## src/sv/nwk_pkg.sv

```systemverilog
`timescale 1ns / 1ps
`default_nettype none
// ----------------------------------------------------------------------------
// nwk_pkg
// Shared types and constants of the number-to-word-keys unit.
// ----------------------------------------------------------------------------
package nwk_pkg;

   // input and result widths
   localparam int VALUE_W  = 32;
   localparam int KEY_W    = 30;

   // decimal digits of one input value
   localparam int DIGIT_W    = 4;
   localparam int NUM_DIGITS = 10;
   localparam int DIGITS_W   = DIGIT_W * NUM_DIGITS;
   localparam int CNT_W      = $clog2(NUM_DIGITS);

   // divide by ten: q = (v * RECIP) >> RECIP_SHIFT, exact for 32-bit v
   localparam logic [VALUE_W-1:0] RECIP       = 32'hCCCC_CCCD;
   localparam int                 RECIP_SHIFT = 35;
   localparam int                 QUOT_W      = 2 * VALUE_W - RECIP_SHIFT;

   // word keys
   localparam logic [KEY_W-1:0] KEY_ZERO     = 30'd0;
   localparam logic [KEY_W-1:0] KEY_TEN      = 30'd10;
   localparam logic [KEY_W-1:0] KEY_HUNDRED  = 30'd100;
   localparam logic [KEY_W-1:0] KEY_THOUSAND = 30'd1000;
   localparam logic [KEY_W-1:0] KEY_MILLION  = 30'd1000000;
   localparam logic [KEY_W-1:0] KEY_BILLION  = 30'd1000000000;

   // five word places per group of three digits, four groups, plus the zero word
   localparam int NUM_GROUPS     = 4;
   localparam int SLOTS_PER_GRP  = 5;
   localparam int SLOT_HUND_DIG  = 0;
   localparam int SLOT_HUNDRED   = 1;
   localparam int SLOT_TENS      = 2;
   localparam int SLOT_ONES      = 3;
   localparam int SLOT_SCALE     = 4;
   localparam int SLOT_ZERO      = NUM_GROUPS * SLOTS_PER_GRP;
   localparam int NUM_SLOTS      = SLOT_ZERO + 1;

   // depth of the queue between front and back
   localparam int QUEUE_DEPTH = 2;

   typedef logic [DIGITS_W-1:0] digits_type;

   typedef enum logic [1:0] {
      FRONT_IDLE,
      FRONT_CONVERT,
      FRONT_HOLD
   } front_state_type;

   // queue status seen by both neighbors
   typedef struct packed {
      logic full;
      logic valid;
   } queue_status_type;

endpackage : nwk_pkg
`default_nettype wire

```

## src/sv/nwk_queue.sv

```systemverilog
`timescale 1ns / 1ps
`default_nettype none
// ----------------------------------------------------------------------------
// nwk_queue
// Short queue of digit sets between the front and the back.
// ----------------------------------------------------------------------------
module nwk_queue #(
   parameter int DEPTH = nwk_pkg::QUEUE_DEPTH
) (
   input  wire                        clock,
   input  wire                        reset,
   input  wire                        push,
   input  nwk_pkg::digits_type        push_data,
   input  wire                        pop,
   output nwk_pkg::digits_type        head_data,
   output nwk_pkg::queue_status_type  status
);
   import nwk_pkg::*;

   localparam int PTR_W   = (DEPTH > 1) ? $clog2(DEPTH) : 1;
   localparam int COUNT_W = $clog2(DEPTH + 1);

   digits_type          mem [DEPTH];
   logic [PTR_W-1:0]    wr_ptr_ff, wr_ptr_in;
   logic [PTR_W-1:0]    rd_ptr_ff, rd_ptr_in;
   logic [COUNT_W-1:0]  count_ff, count_in;
   logic                do_push, do_pop;

   assign status.full  = (count_ff == COUNT_W'(DEPTH));
   assign status.valid = (count_ff != '0);
   assign do_push      = push && !status.full;
   assign do_pop       = pop && status.valid;
   assign head_data    = mem[rd_ptr_ff];

   // advance pointers with wrap, track fill level
   always_comb begin
      wr_ptr_in = wr_ptr_ff;
      rd_ptr_in = rd_ptr_ff;
      count_in  = count_ff;
      if (do_push) begin
         wr_ptr_in = (wr_ptr_ff == PTR_W'(DEPTH - 1)) ? '0 : wr_ptr_ff + 1'b1;
      end
      if (do_pop) begin
         rd_ptr_in = (rd_ptr_ff == PTR_W'(DEPTH - 1)) ? '0 : rd_ptr_ff + 1'b1;
      end
      if (do_push && !do_pop) begin
         count_in = count_ff + 1'b1;
      end else if (do_pop && !do_push) begin
         count_in = count_ff - 1'b1;
      end
   end

   always_ff @(posedge clock) begin
      if (reset) begin
         wr_ptr_ff <= '0;
         rd_ptr_ff <= '0;
         count_ff  <= '0;
      end else begin
         wr_ptr_ff <= wr_ptr_in;
         rd_ptr_ff <= rd_ptr_in;
         count_ff  <= count_in;
      end
   end

   // store entry
   always_ff @(posedge clock) begin
      if (do_push) begin
         mem[wr_ptr_ff] <= push_data;
      end
   end

endmodule : nwk_queue
`default_nettype wire

```

## config.mk

```make
export PLATFORM = sky130hd
export DESIGN_NAME = nwk_queue
export DESIGN_NICKNAME = d
export VERILOG_FILES = /design/src/sv/nwk_pkg.sv /design/src/sv/nwk_queue.sv
export SDC_FILE = /design/constraint.sdc
export NUM_CORES = 1
export LEC_CHECK = 0
export CORE_AREA = 3 3 151 94
export DETAILED_ROUTE_END_ITERATION = 10
export DIE_AREA = 0 0 154 97
export DONT_BUFFER_PORTS = 1
export PLACE_DENSITY_LB_ADDON = 0.1
export SLEW_MARGIN = 10
export SYNTH_ARGS = -nofsm -noshare
export SYNTH_HDL_FRONTEND = slang
export SYNTH_SLANG_ARGS = --single-unit
export TNS_END_PERCENT = 50
```

## constraint.sdc

```tcl
create_clock -name clock -period 2.45 [get_ports clock]
set_input_delay 0.49 -clock clock [delete_from_list [all_inputs] [get_ports clock]]
set_output_delay 0.49 -clock clock [all_outputs]
set_load 0.03 [all_outputs]
```

==> results.ini <==
[logic_synthesis]
synth_warnings=0
synth_seq_cells=85
avgSynthCellArea_sq_um=20.76
syn-cell-area_sq_um=3093
synth_top_family_by_area=multiplexers
muxShareOfSynthArea_pct=14.56
syn_nets=194
ys_seq_area_share_pct=80.91
syn_inst=149
synth_adder_area_share_pct=0.4045
synth.distinct_cells=14
synthSimpleGateAreaFrac_pct=1.578
synth_compound_area_share_pct=0.8091
synth_xor_area_share_pct=0.8495

[timing]
fin_tns_setup_ps=0
min_period_ps=1904
fmax_mhz=525.3
tightest_slew_ps=456.5
slew_viol_final=0
hold_viol=0
post-route-period-util_pct=77.70
fin_ws_ps=546.4
setup_viol=0
slew_headroom_pct=69.57
clock_skew_ps=6.215
rsz0062_at_grt=no

[floorplan]
ios=86
core_area_sq_um=12850
die_w_um=154
dieArea_sq_um=14940
die_h_um=97
start_util_pct=24.07
num_rows=32

[grt]
grt_pass1_vias=1488
grt_overflow=0
grt_usage_pct=7.794
grt_max_degree=34
antenna_found_initial=0
grt_pass1_wl_um=8500

[clock_tree]
clk_latency_ps=330
cts_hold_buf=0
post_cts_buffers=0
h-tree-depth=3
clock_path_buffers=2
cts_resized=0
cts_num_sinks=85
tritoncts=yes
cts_root_buffer=clkbuf_16
clk_pin_slew_worst_paths_ps=60
cts_made_buffers=9

[routing]
drt-initial-drc-count=36
drt_wl_total_um=5649
ant_nets=0
routedWlPerCell_um=16.86
viasPerCell=3.964
vias=1328
drc=0
first_pass_iters=4

[run]
cap_violations=0

[run_status]
status=completed

[setup_path]
cp_cell_sequence=buf_4 > mux2_2
critical_path_class=register to primary output
r2r_slack_ps=670
max_stage_delay_ps=480
r2r-start=count_ff[1]
arrival_ps=1410
critPathLaunchType=register
crit_fanout=20
end_kind=primary output
worstRegToRegCells=4
r2r_end=mem[1][29]
required_ps=1960
slowest_stage=mux2_2

[finish]
fin_nets=205
final_cell_mix=edfxtp_1, mux2_2, clkbuf_16
n_fill_cell=1255
drive_gt1_share_pct=39.39
antenna_cells=0
final_common_cell=edfxtp_1
syn_to_final_growth_pct=16.99
regArea_sq_um=2504
multi_input_area_sq_um=564.3
postLayoutCellArea_sq_um=3618

[placed_design]
hpwl_um=4000
port_buffers=0
gp_congestion=0.6431
place_area_sq_um=3343
pre_cts_ws_ps=651.1

[worst_hold_path]
hold_class=primary input to register
hold_depth=1
hp-start=reset

[power]
comb_power_share_pct=27.5
p_per_area_nw_per_um2=1183
p_total_uw=4279
p_clk_share_pct=28.4
seq_power_share_pct=44.1
p_sw_share_pct=33.33
intPower_uw=2853
peakVddDrop_mv=0.3758
leakage_uw=0.001152
p_sw_uw=1426

==> kinds of logic (layout without fill, tap and decap cells) <==
kind of cell,count (synthesis),after routing
buffers and inverters,6,22
adder cells (fa/ha/maj),1,1
flip-flops,85,85
AO/OA/AOI/OAI,5,5
multiplexers,40,40
XOR/XNOR,3,3
AND/OR/NAND/NOR,9,9
==> synth_stat cells <==
cell	instances	area, sq um
inv_1	2	7.510
dfxtp_1	5	100.1
ha_1	1	12.51
or3_1	2	12.51
and2_1	1	6.260
nor2_1	4	15.01
xor2_1	3	26.28
edfxtp_1	80	2402
a21oi_1	2	10.01
or2_2	1	6.260
nor2b_2	1	8.760
o21ai_0	3	15.01
buf_2	4	20.02
mux2_2	40	450.4
==> final cells by class <==
type | count | share of cell area [%]
flip-flops and latches | 85 | 69.19
multi-input cells | 58 | 15.59
clock buffers | 9 | 6.224
well taps | 170 | 5.878
repair buffers | 4 | 1.521
clock inverters | 7 | 1.383
inverters | 2 | 0.2075
==> per-layer routing <==
metal	vias up	routed length (um)	track usage (%)	part of all wire (%)
li1	601	-	-	-
met4	0	139	4.138	2.5
met1	651	2008	7.047	36
met5	-	0	0	0
met2	67	2651	12.06	47
met3	9	851	6.705	15
==> sequential cells by signal, summed over array words and instances, names as in the netlist, named ones only <==
signal,flops
wr_ptr_ff,1
count_ff,2
mem,80
rd_ptr_ff,1
==> worst max-delay path by stage <==
stage                         end        start  slack (ps)
CTS                 head_data[14]     register         500
finish               head_data[7]     register         550
floorplan               mem[0][0]         push         370
global route        head_data[24]     register         480
global placement      count_ff[1]  count_ff[1]         710
detailed placement     mem[0][38]  count_ff[0]         650
==> worst max-delay path, delay by kind of cell (launching register included) <==
kind / cells / cell delay [ps]
buffers and inverters: 1 / 270
DFF: 1 / 320
muxes: 1 / 480
==> power groups by stage <==
stage / sequential, uW / combinational (uW) / clock, uW
after floorplan: 1900 / 1010 / 0
after global placement: 1910 / 1190 / 0
after detailed placement: 1920 / 1200 / 0
after CTS: 1890 / 1210 / 1260
after global routing: 1910 / 1260 / 1320
final: 1890 / 1180 / 1220
==> per-stage QoR <==
step           hold slack (ps)  utilization (%)  cells
2_1_floorplan            451.6                -    149
3_3_place_gp             481.7            26.01    319
3_5_place_dp             492.9            26.01    319
4_1_cts                  198.6            28.15    335
5_1_grt                  200.6            28.15    335
6_report                 215.8            28.15    335
Power figures use the tool's default switching activity.
