[config.mk]
export PLATFORM = sky130hd
export DESIGN_NAME = nwk_back
export DESIGN_NICKNAME = d
export VERILOG_FILES = /design/src/sv/nwk_pkg.sv /design/src/sv/nwk_back.sv
export SDC_FILE = /design/constraint.sdc
export NUM_CORES = 1
export LEC_CHECK = 0
export ABC_AREA = 1
export BUFFER_PORTS_ARGS = -buffer_cell sky130_fd_sc_hd__buf_2
export CAP_MARGIN = 10
export CORE_ASPECT_RATIO = 0.6
export CORE_UTILIZATION = 50
export CTS_CLUSTER_SIZE = 8
export DETAILED_ROUTE_END_ITERATION = 12
export PLACE_DENSITY = 0.84
export SYNTH_ARGS = -nofsm -noshare
export SYNTH_HDL_FRONTEND = slang
export SYNTH_SLANG_ARGS = --single-unit
[constraint.sdc]
create_clock -name clock -period 6.6 [get_ports clock]
set_input_delay 0.66 -clock clock [delete_from_list [all_inputs] [get_ports clock]]
set_output_delay 0.66 -clock clock [all_outputs]
set_load 0.02 [all_outputs]
[src/sv/nwk_pkg.sv]
`timescale 1ns / 1ps
`default_nettype none
// ----------------------------------------------------------------------------
// nwk_pkg
// Shared types and constants of the number-to-word-keys unit.
// ----------------------------------------------------------------------------
package nwk_pkg;

   // input and result widths
   localparam int VALUE_W  = 32;
   localparam int KEY_W    = 30;

   // decimal digits of one input value
   localparam int DIGIT_W    = 4;
   localparam int NUM_DIGITS = 10;
   localparam int DIGITS_W   = DIGIT_W * NUM_DIGITS;
   localparam int CNT_W      = $clog2(NUM_DIGITS);

   // divide by ten: q = (v * RECIP) >> RECIP_SHIFT, exact for 32-bit v
   localparam logic [VALUE_W-1:0] RECIP       = 32'hCCCC_CCCD;
   localparam int                 RECIP_SHIFT = 35;
   localparam int                 QUOT_W      = 2 * VALUE_W - RECIP_SHIFT;

   // word keys
   localparam logic [KEY_W-1:0] KEY_ZERO     = 30'd0;
   localparam logic [KEY_W-1:0] KEY_TEN      = 30'd10;
   localparam logic [KEY_W-1:0] KEY_HUNDRED  = 30'd100;
   localparam logic [KEY_W-1:0] KEY_THOUSAND = 30'd1000;
   localparam logic [KEY_W-1:0] KEY_MILLION  = 30'd1000000;
   localparam logic [KEY_W-1:0] KEY_BILLION  = 30'd1000000000;

   // five word places per group of three digits, four groups, plus the zero word
   localparam int NUM_GROUPS     = 4;
   localparam int SLOTS_PER_GRP  = 5;
   localparam int SLOT_HUND_DIG  = 0;
   localparam int SLOT_HUNDRED   = 1;
   localparam int SLOT_TENS      = 2;
   localparam int SLOT_ONES      = 3;
   localparam int SLOT_SCALE     = 4;
   localparam int SLOT_ZERO      = NUM_GROUPS * SLOTS_PER_GRP;
   localparam int NUM_SLOTS      = SLOT_ZERO + 1;

   // depth of the queue between front and back
   localparam int QUEUE_DEPTH = 2;

   typedef logic [DIGITS_W-1:0] digits_type;

   typedef enum logic [1:0] {
      FRONT_IDLE,
      FRONT_CONVERT,
      FRONT_HOLD
   } front_state_type;

   // queue status seen by both neighbors
   typedef struct packed {
      logic full;
      logic valid;
   } queue_status_type;

endpackage : nwk_pkg
`default_nettype wire

[src/sv/nwk_back.sv]
`timescale 1ns / 1ps
`default_nettype none
// ----------------------------------------------------------------------------
// nwk_back
// Turns one digit set into its word keys: builds a mask of the word places
// that speak, then emits the lowest remaining place each cycle unless the output is held.
// ----------------------------------------------------------------------------
module nwk_back (
   input  wire                         clock,
   input  wire                         reset,
   input  nwk_pkg::queue_status_type   q_status,
   input  nwk_pkg::digits_type         q_data,
   output logic                        q_pop,
   input  wire                         rsp_pop,
   output logic                        rsp_empty,
   output logic [nwk_pkg::KEY_W-1:0]   rsp_word_key,
   output logic                        rsp_last_word
);
   import nwk_pkg::*;

   logic                     busy_ff, busy_in;
   logic [NUM_SLOTS-1:0]     mask_ff, mask_in;
   digits_type               digits_ff, digits_in;
   logic                     out_valid_ff, out_valid_in;
   logic [KEY_W-1:0]         out_key_ff, out_key_in;
   logic                     out_last_ff, out_last_in;

   logic [KEY_W-1:0]         slot_key [NUM_SLOTS];
   logic [NUM_SLOTS-1:0]     new_mask;
   logic [NUM_SLOTS-1:0]     lowest;
   logic [NUM_SLOTS-1:0]     rest;
   logic [KEY_W-1:0]         sel_key;
   logic                     advance, last, load;

   // digits of group g (0 = billions) are h, t, o; scale keys per group
   function automatic logic [DIGIT_W-1:0] dig(input digits_type d, input int idx);
      return d[idx*DIGIT_W +: DIGIT_W];
   endfunction

   function automatic logic [KEY_W-1:0] scale_of(input int g);
      logic [KEY_W-1:0] s;
      case (g)
         0:       s = KEY_BILLION;
         1:       s = KEY_MILLION;
         2:       s = KEY_THOUSAND;
         default: s = KEY_ZERO;
      endcase
      return s;
   endfunction

   // mask of word places for a fresh digit set
   always_comb begin
      logic [DIGIT_W-1:0] h, t, o;
      new_mask = '0;
      for (int g = 0; g < NUM_GROUPS; g++) begin
         if (g == 0) begin
            h = '0;
            t = '0;
            o = dig(q_data, NUM_DIGITS - 1);
         end else begin
            h = dig(q_data, 3 * (NUM_GROUPS - 1 - g) + 2);
            t = dig(q_data, 3 * (NUM_GROUPS - 1 - g) + 1);
            o = dig(q_data, 3 * (NUM_GROUPS - 1 - g));
         end
         new_mask[g*SLOTS_PER_GRP + SLOT_HUND_DIG] = (h != '0);
         new_mask[g*SLOTS_PER_GRP + SLOT_HUNDRED]  = (h != '0);
         new_mask[g*SLOTS_PER_GRP + SLOT_TENS]     = (t != '0);
         new_mask[g*SLOTS_PER_GRP + SLOT_ONES]     = (o != '0) && (t != DIGIT_W'(1));
         new_mask[g*SLOTS_PER_GRP + SLOT_SCALE]    =
            (g != NUM_GROUPS - 1) && ((h | t | o) != '0);
      end
      new_mask[SLOT_ZERO] = (q_data == '0);
   end

   // key of every word place for the digit set at work
   always_comb begin
      logic [DIGIT_W-1:0] h, t, o;
      for (int g = 0; g < NUM_GROUPS; g++) begin
         if (g == 0) begin
            h = '0;
            t = '0;
            o = dig(digits_ff, NUM_DIGITS - 1);
         end else begin
            h = dig(digits_ff, 3 * (NUM_GROUPS - 1 - g) + 2);
            t = dig(digits_ff, 3 * (NUM_GROUPS - 1 - g) + 1);
            o = dig(digits_ff, 3 * (NUM_GROUPS - 1 - g));
         end
         slot_key[g*SLOTS_PER_GRP + SLOT_HUND_DIG] = KEY_W'(h);
         slot_key[g*SLOTS_PER_GRP + SLOT_HUNDRED]  = KEY_HUNDRED;
         slot_key[g*SLOTS_PER_GRP + SLOT_TENS]     = (t == DIGIT_W'(1)) ?
            KEY_TEN + KEY_W'(o) : KEY_W'({t, 3'b000}) + KEY_W'({t, 1'b0});
         slot_key[g*SLOTS_PER_GRP + SLOT_ONES]     = KEY_W'(o);
         slot_key[g*SLOTS_PER_GRP + SLOT_SCALE]    = scale_of(g);
      end
      slot_key[SLOT_ZERO] = KEY_ZERO;
   end

   // pick the earliest remaining place
   always_comb begin
      lowest  = mask_ff & (~mask_ff + 1'b1);
      rest    = mask_ff & ~lowest;
      sel_key = '0;
      for (int s = 0; s < NUM_SLOTS; s++) begin
         sel_key = sel_key | (lowest[s] ? slot_key[s] : '0);
      end
   end

   assign advance = busy_ff && (!out_valid_ff || rsp_pop);
   assign last    = (rest == '0);
   assign load    = q_status.valid && (!busy_ff || (advance && last));
   assign q_pop   = load;

   // sequence control and output register
   always_comb begin
      busy_in      = busy_ff;
      mask_in      = mask_ff;
      digits_in    = digits_ff;
      out_valid_in = out_valid_ff;
      out_key_in   = out_key_ff;
      out_last_in  = out_last_ff;
      if (advance) begin
         mask_in = rest;
         if (last) busy_in = 1'b0;
         out_valid_in = 1'b1;
         out_key_in   = sel_key;
         out_last_in  = last;
      end else if (rsp_pop) begin
         out_valid_in = 1'b0;
      end
      if (load) begin
         busy_in   = 1'b1;
         mask_in   = new_mask;
         digits_in = q_data;
      end
   end

   always_ff @(posedge clock) begin
      if (reset) begin
         busy_ff      <= 1'b0;
         out_valid_ff <= 1'b0;
      end else begin
         busy_ff      <= busy_in;
         out_valid_ff <= out_valid_in;
      end
   end

   always_ff @(posedge clock) begin
      mask_ff     <= mask_in;
      digits_ff   <= digits_in;
      out_key_ff  <= out_key_in;
      out_last_ff <= out_last_in;
   end

   assign rsp_empty     = !out_valid_ff;
   assign rsp_word_key  = out_key_ff;
   assign rsp_last_word = out_last_ff;

endmodule : nwk_back
`default_nettype wire

==> results.tsv <==
metric	value	unit
clk buf depth	2	
synthesized cell area	4160	sq um
period utilisation layout	63.0	%
post-CTS resize count	0	
Layout Nets	558	
reg-to-reg endpoint	mask_ff[17]	
worst r2r src	out_valid_ff	
initial DRC count	255	
cts bufs inserted	9	
synth warn	0	
DRC viols	0	
Power per Cell Area	258	nW/um^2
DR vias	3410	
CTS clk-pin slew, worst paths	0.06	ns
hold_sp	mask_ff[19]	
CP Capture Type	primary output	
layout cells sized above 1	21.5	%
TritonCTS clock tree	yes	
Worst-Skew Late Latency	0.34	ns
Root Buffer	clkbuf_16	
port bufs	70	
adder-cell share of the synthesized area	4.15	%
Routed WL per cell	15.8	um
die area	8700	sq um
antenna-violating nets left	0	
Reg2Reg Depth	8	
final wirelength	9.71	mm
Setup Fix Bufs, Post-CTS	0	
r2r setup slk	3.18	ns
Post-Synth Simple-Gate Area	26.8	%
Final WS setup	2.44	ns
Fin. Hold Viols	0	
WP data required	5.94	ns
GRT met2 Usage	35.9	%
Crit Path Class	in -> out	
Vias/cell	5.55	
CP max FO	41	
Sw Share	26.7	%
clock network fraction of total power	38.4	%
die height	72.6	um
H-tree depth	3	
RSZ-0062 raised after global routing	false	
first-pass GRT wire length	15.7	mm
Worst Tran Pin Value	0.930	ns
Core Rows	25	
post-detail-place hpwl	7.34	mm
cell leakage power	2.09	nW
cells after synthesis	437	
crit path DAT	3.50	ns
xor and xnor area share after synthesis	1.26	%
crit path time final	4.16	ns
worst vdd ir	0.197	mV
met3 GRT Util	11.1	%
GRT Total Usage	24.7	%
post-route setup TNS	0	ns
Hold Worst Slack	0.458	ns
final setup fails	0	
Initial Utilization	52.1	%
largest net degree at the start of global routing	42	
Sequential Power Share	47.8	%
Detailed Routing Iterations Pass 1	5	
Max Slew Vio Count	0	
Synth Register Bits	74	
post-synthesis sequential area ratio	52.7	%
main combinational cell family by area after synthesis	simple AND/OR/NAND/NOR gates	
Max-Cap Viols	0	
vias in the first global route	3103	
Worst Hold Depth	2	
mux cell area share after synthesis	0	%
Post-Place Setup Slack	2.47	ns
GR peak layer	met2	
Top FF cell, synth	edfxtp_1	
core area	7980	sq um
HP Class	reg -> reg	
initial antenna violation count	0	
Gate power share	13.9	%
clk sink count	74	
IO Count	78	
Compound-Gate Fraction of Synth Area	5.63	%
Max-Slew Margin vs Limit	37.5	%
ANT cells	0	
hold endpoint	mask_ff[19]	
cell-internal power	0.905	mW
number of distinct library cells after synthesis	44	
Async S/R FF share, synth	0	%
met1 Use GR	33.9	%
Post-synth EDFFs	71	
CP Launch Type	input pin	
gr ovfl total	0	
Worst Clk Skew	0.0107	ns
CTS hold repair buffers	0	
Max Freq	240	MHz
Finished Core Util	60.0	%
mean area per synthesized cell	9.51	sq um
status	finished clean	
Placer Congestion	0.992	
Sw Pwr	0.329	mW
die width	120	um
area grow syn2layout	15.0	%
-- critical path, stage by stage --
cell	delay [ns]
buf_2	0.10
or2_2	0.30
nand2_1	0.19
clkinv_1	0.78
nand4_1	0.39
nand2_2	0.31
nand2_1	0.17
inv_1	0.05
buf_4	0.28
buf_2	0.23
-- sequential cells by signal, summed over array words and instances (netlist names) --
name / count
busy_ff: 1
rsp_word_key: 13
mask_ff: 18
digits_ff: 40
out_valid_ff: 1
rsp_last_word: 1
-- cells by family (layout without fill, tap and decap cells) --
family / count (synthesis) / after routing
and+or+nand+nor: 227 / 227
buffers and inverters: 80 / 144
DFF: 74 / 74
AOI/OAI and AO/OA: 37 / 37
adders and majority gates: 12 / 12
xor gates and xnor gates: 6 / 6
other: 1 / 6
-- stage by stage --
stage / area (sq um) / cells / power, mW
floorplan: 4180 / 442 / 0.716
global placement: 4500 / 598 / 0.760
detailed placement: 4500 / 598 / 0.766
CTS: 4780 / 614 / 1.24
global route: 4780 / 614 / 1.28
finish: 4780 / 614 / 1.23
-- worst max-delay path by stage --
stage / start / endpoint / slack [ns]
after floorplan: mask_ff[4] / q_pop / 3.51
after global placement: rsp_pop / q_pop / 2.52
after detailed placement: rsp_pop / q_pop / 2.47
after CTS: rsp_pop / q_pop / 2.46
after global routing: rsp_pop / q_pop / 2.14
final: rsp_pop / q_pop / 2.44
-- layout make-up --
type	instances	area (sq um)
Clock buffer	10	229
Clock inverter	6	57.6
Fill cell	682	3190
Inverter	57	214
Multi-Input combinational cell	288	1600
Sequential cell	74	2190
Tap cell	108	135
Timing Repair Buffer	71	358
-- metal layers --
layer	routed length, um	share of wire (%)	vias to the layer above
met5	0	0	-
met4	85	0.88	0
met3	1150	12	11
met2	4040	42	193
met1	4430	46	1602
li1	-	-	1604
-- cell usage after synthesis, types with 2 or more instances --
library cell | instances | share of area (%)
a21oi_1 | 12 | 1.4
a221oi_1 | 2 | 0.42
a22oi_1 | 2 | 0.36
buf_4 | 18 | 3.3
clkbuf_1 | 2 | 0.18
dfxtp_1 | 3 | 1.4
edfxtp_1 | 71 | 51
fa_1 | 3 | 1.4
ha_1 | 9 | 2.7
inv_1 | 56 | 5.1
nand2_1 | 88 | 7.9
nand2_2 | 2 | 0.30
nand2_4 | 2 | 0.54
nand3_1 | 45 | 5.4
nand3_2 | 9 | 2.2
nand4_1 | 11 | 1.7
nor2_1 | 41 | 3.7
nor2_2 | 2 | 0.30
nor2_4 | 4 | 1.1
nor3_1 | 3 | 0.36
nor4_1 | 9 | 1.4
o2111ai_1 | 2 | 0.42
o21ai_0 | 7 | 0.84
o21bai_1 | 3 | 0.54
or2_2 | 5 | 0.75
or3_1 | 3 | 0.45
xor2_1 | 6 | 1.3
-- power groups by stage --
stage               Combinational [mW]  Sequential [mW]  Clock (mW)
global route                     0.191            0.594       0.498
floorplan                        0.118            0.598           0
global placement                 0.163            0.597           0
finish                           0.171            0.590       0.474
CTS                              0.170            0.589       0.479
detailed placement               0.168            0.598           0
-- cell usage in the layout (no fill, tap or decap), drive strengths merged, types with 2 or more instances in the layout --
master     n
a21oi     12
a221oi     2
a22oi      2
buf       71
clkbuf    10
clkinv     4
clkinvlp   2
conb       6
dfxtp      3
edfxtp    71
fa         3
ha         9
inv       56
nand2     92
nand3     54
nand4     11
nor2      48
nor3       3
nor4       9
o2111ai    2
o21ai      8
o21bai     3
or2        5
or3        3
xor2       6
Note: power is estimated with default switching activity, not from simulation.
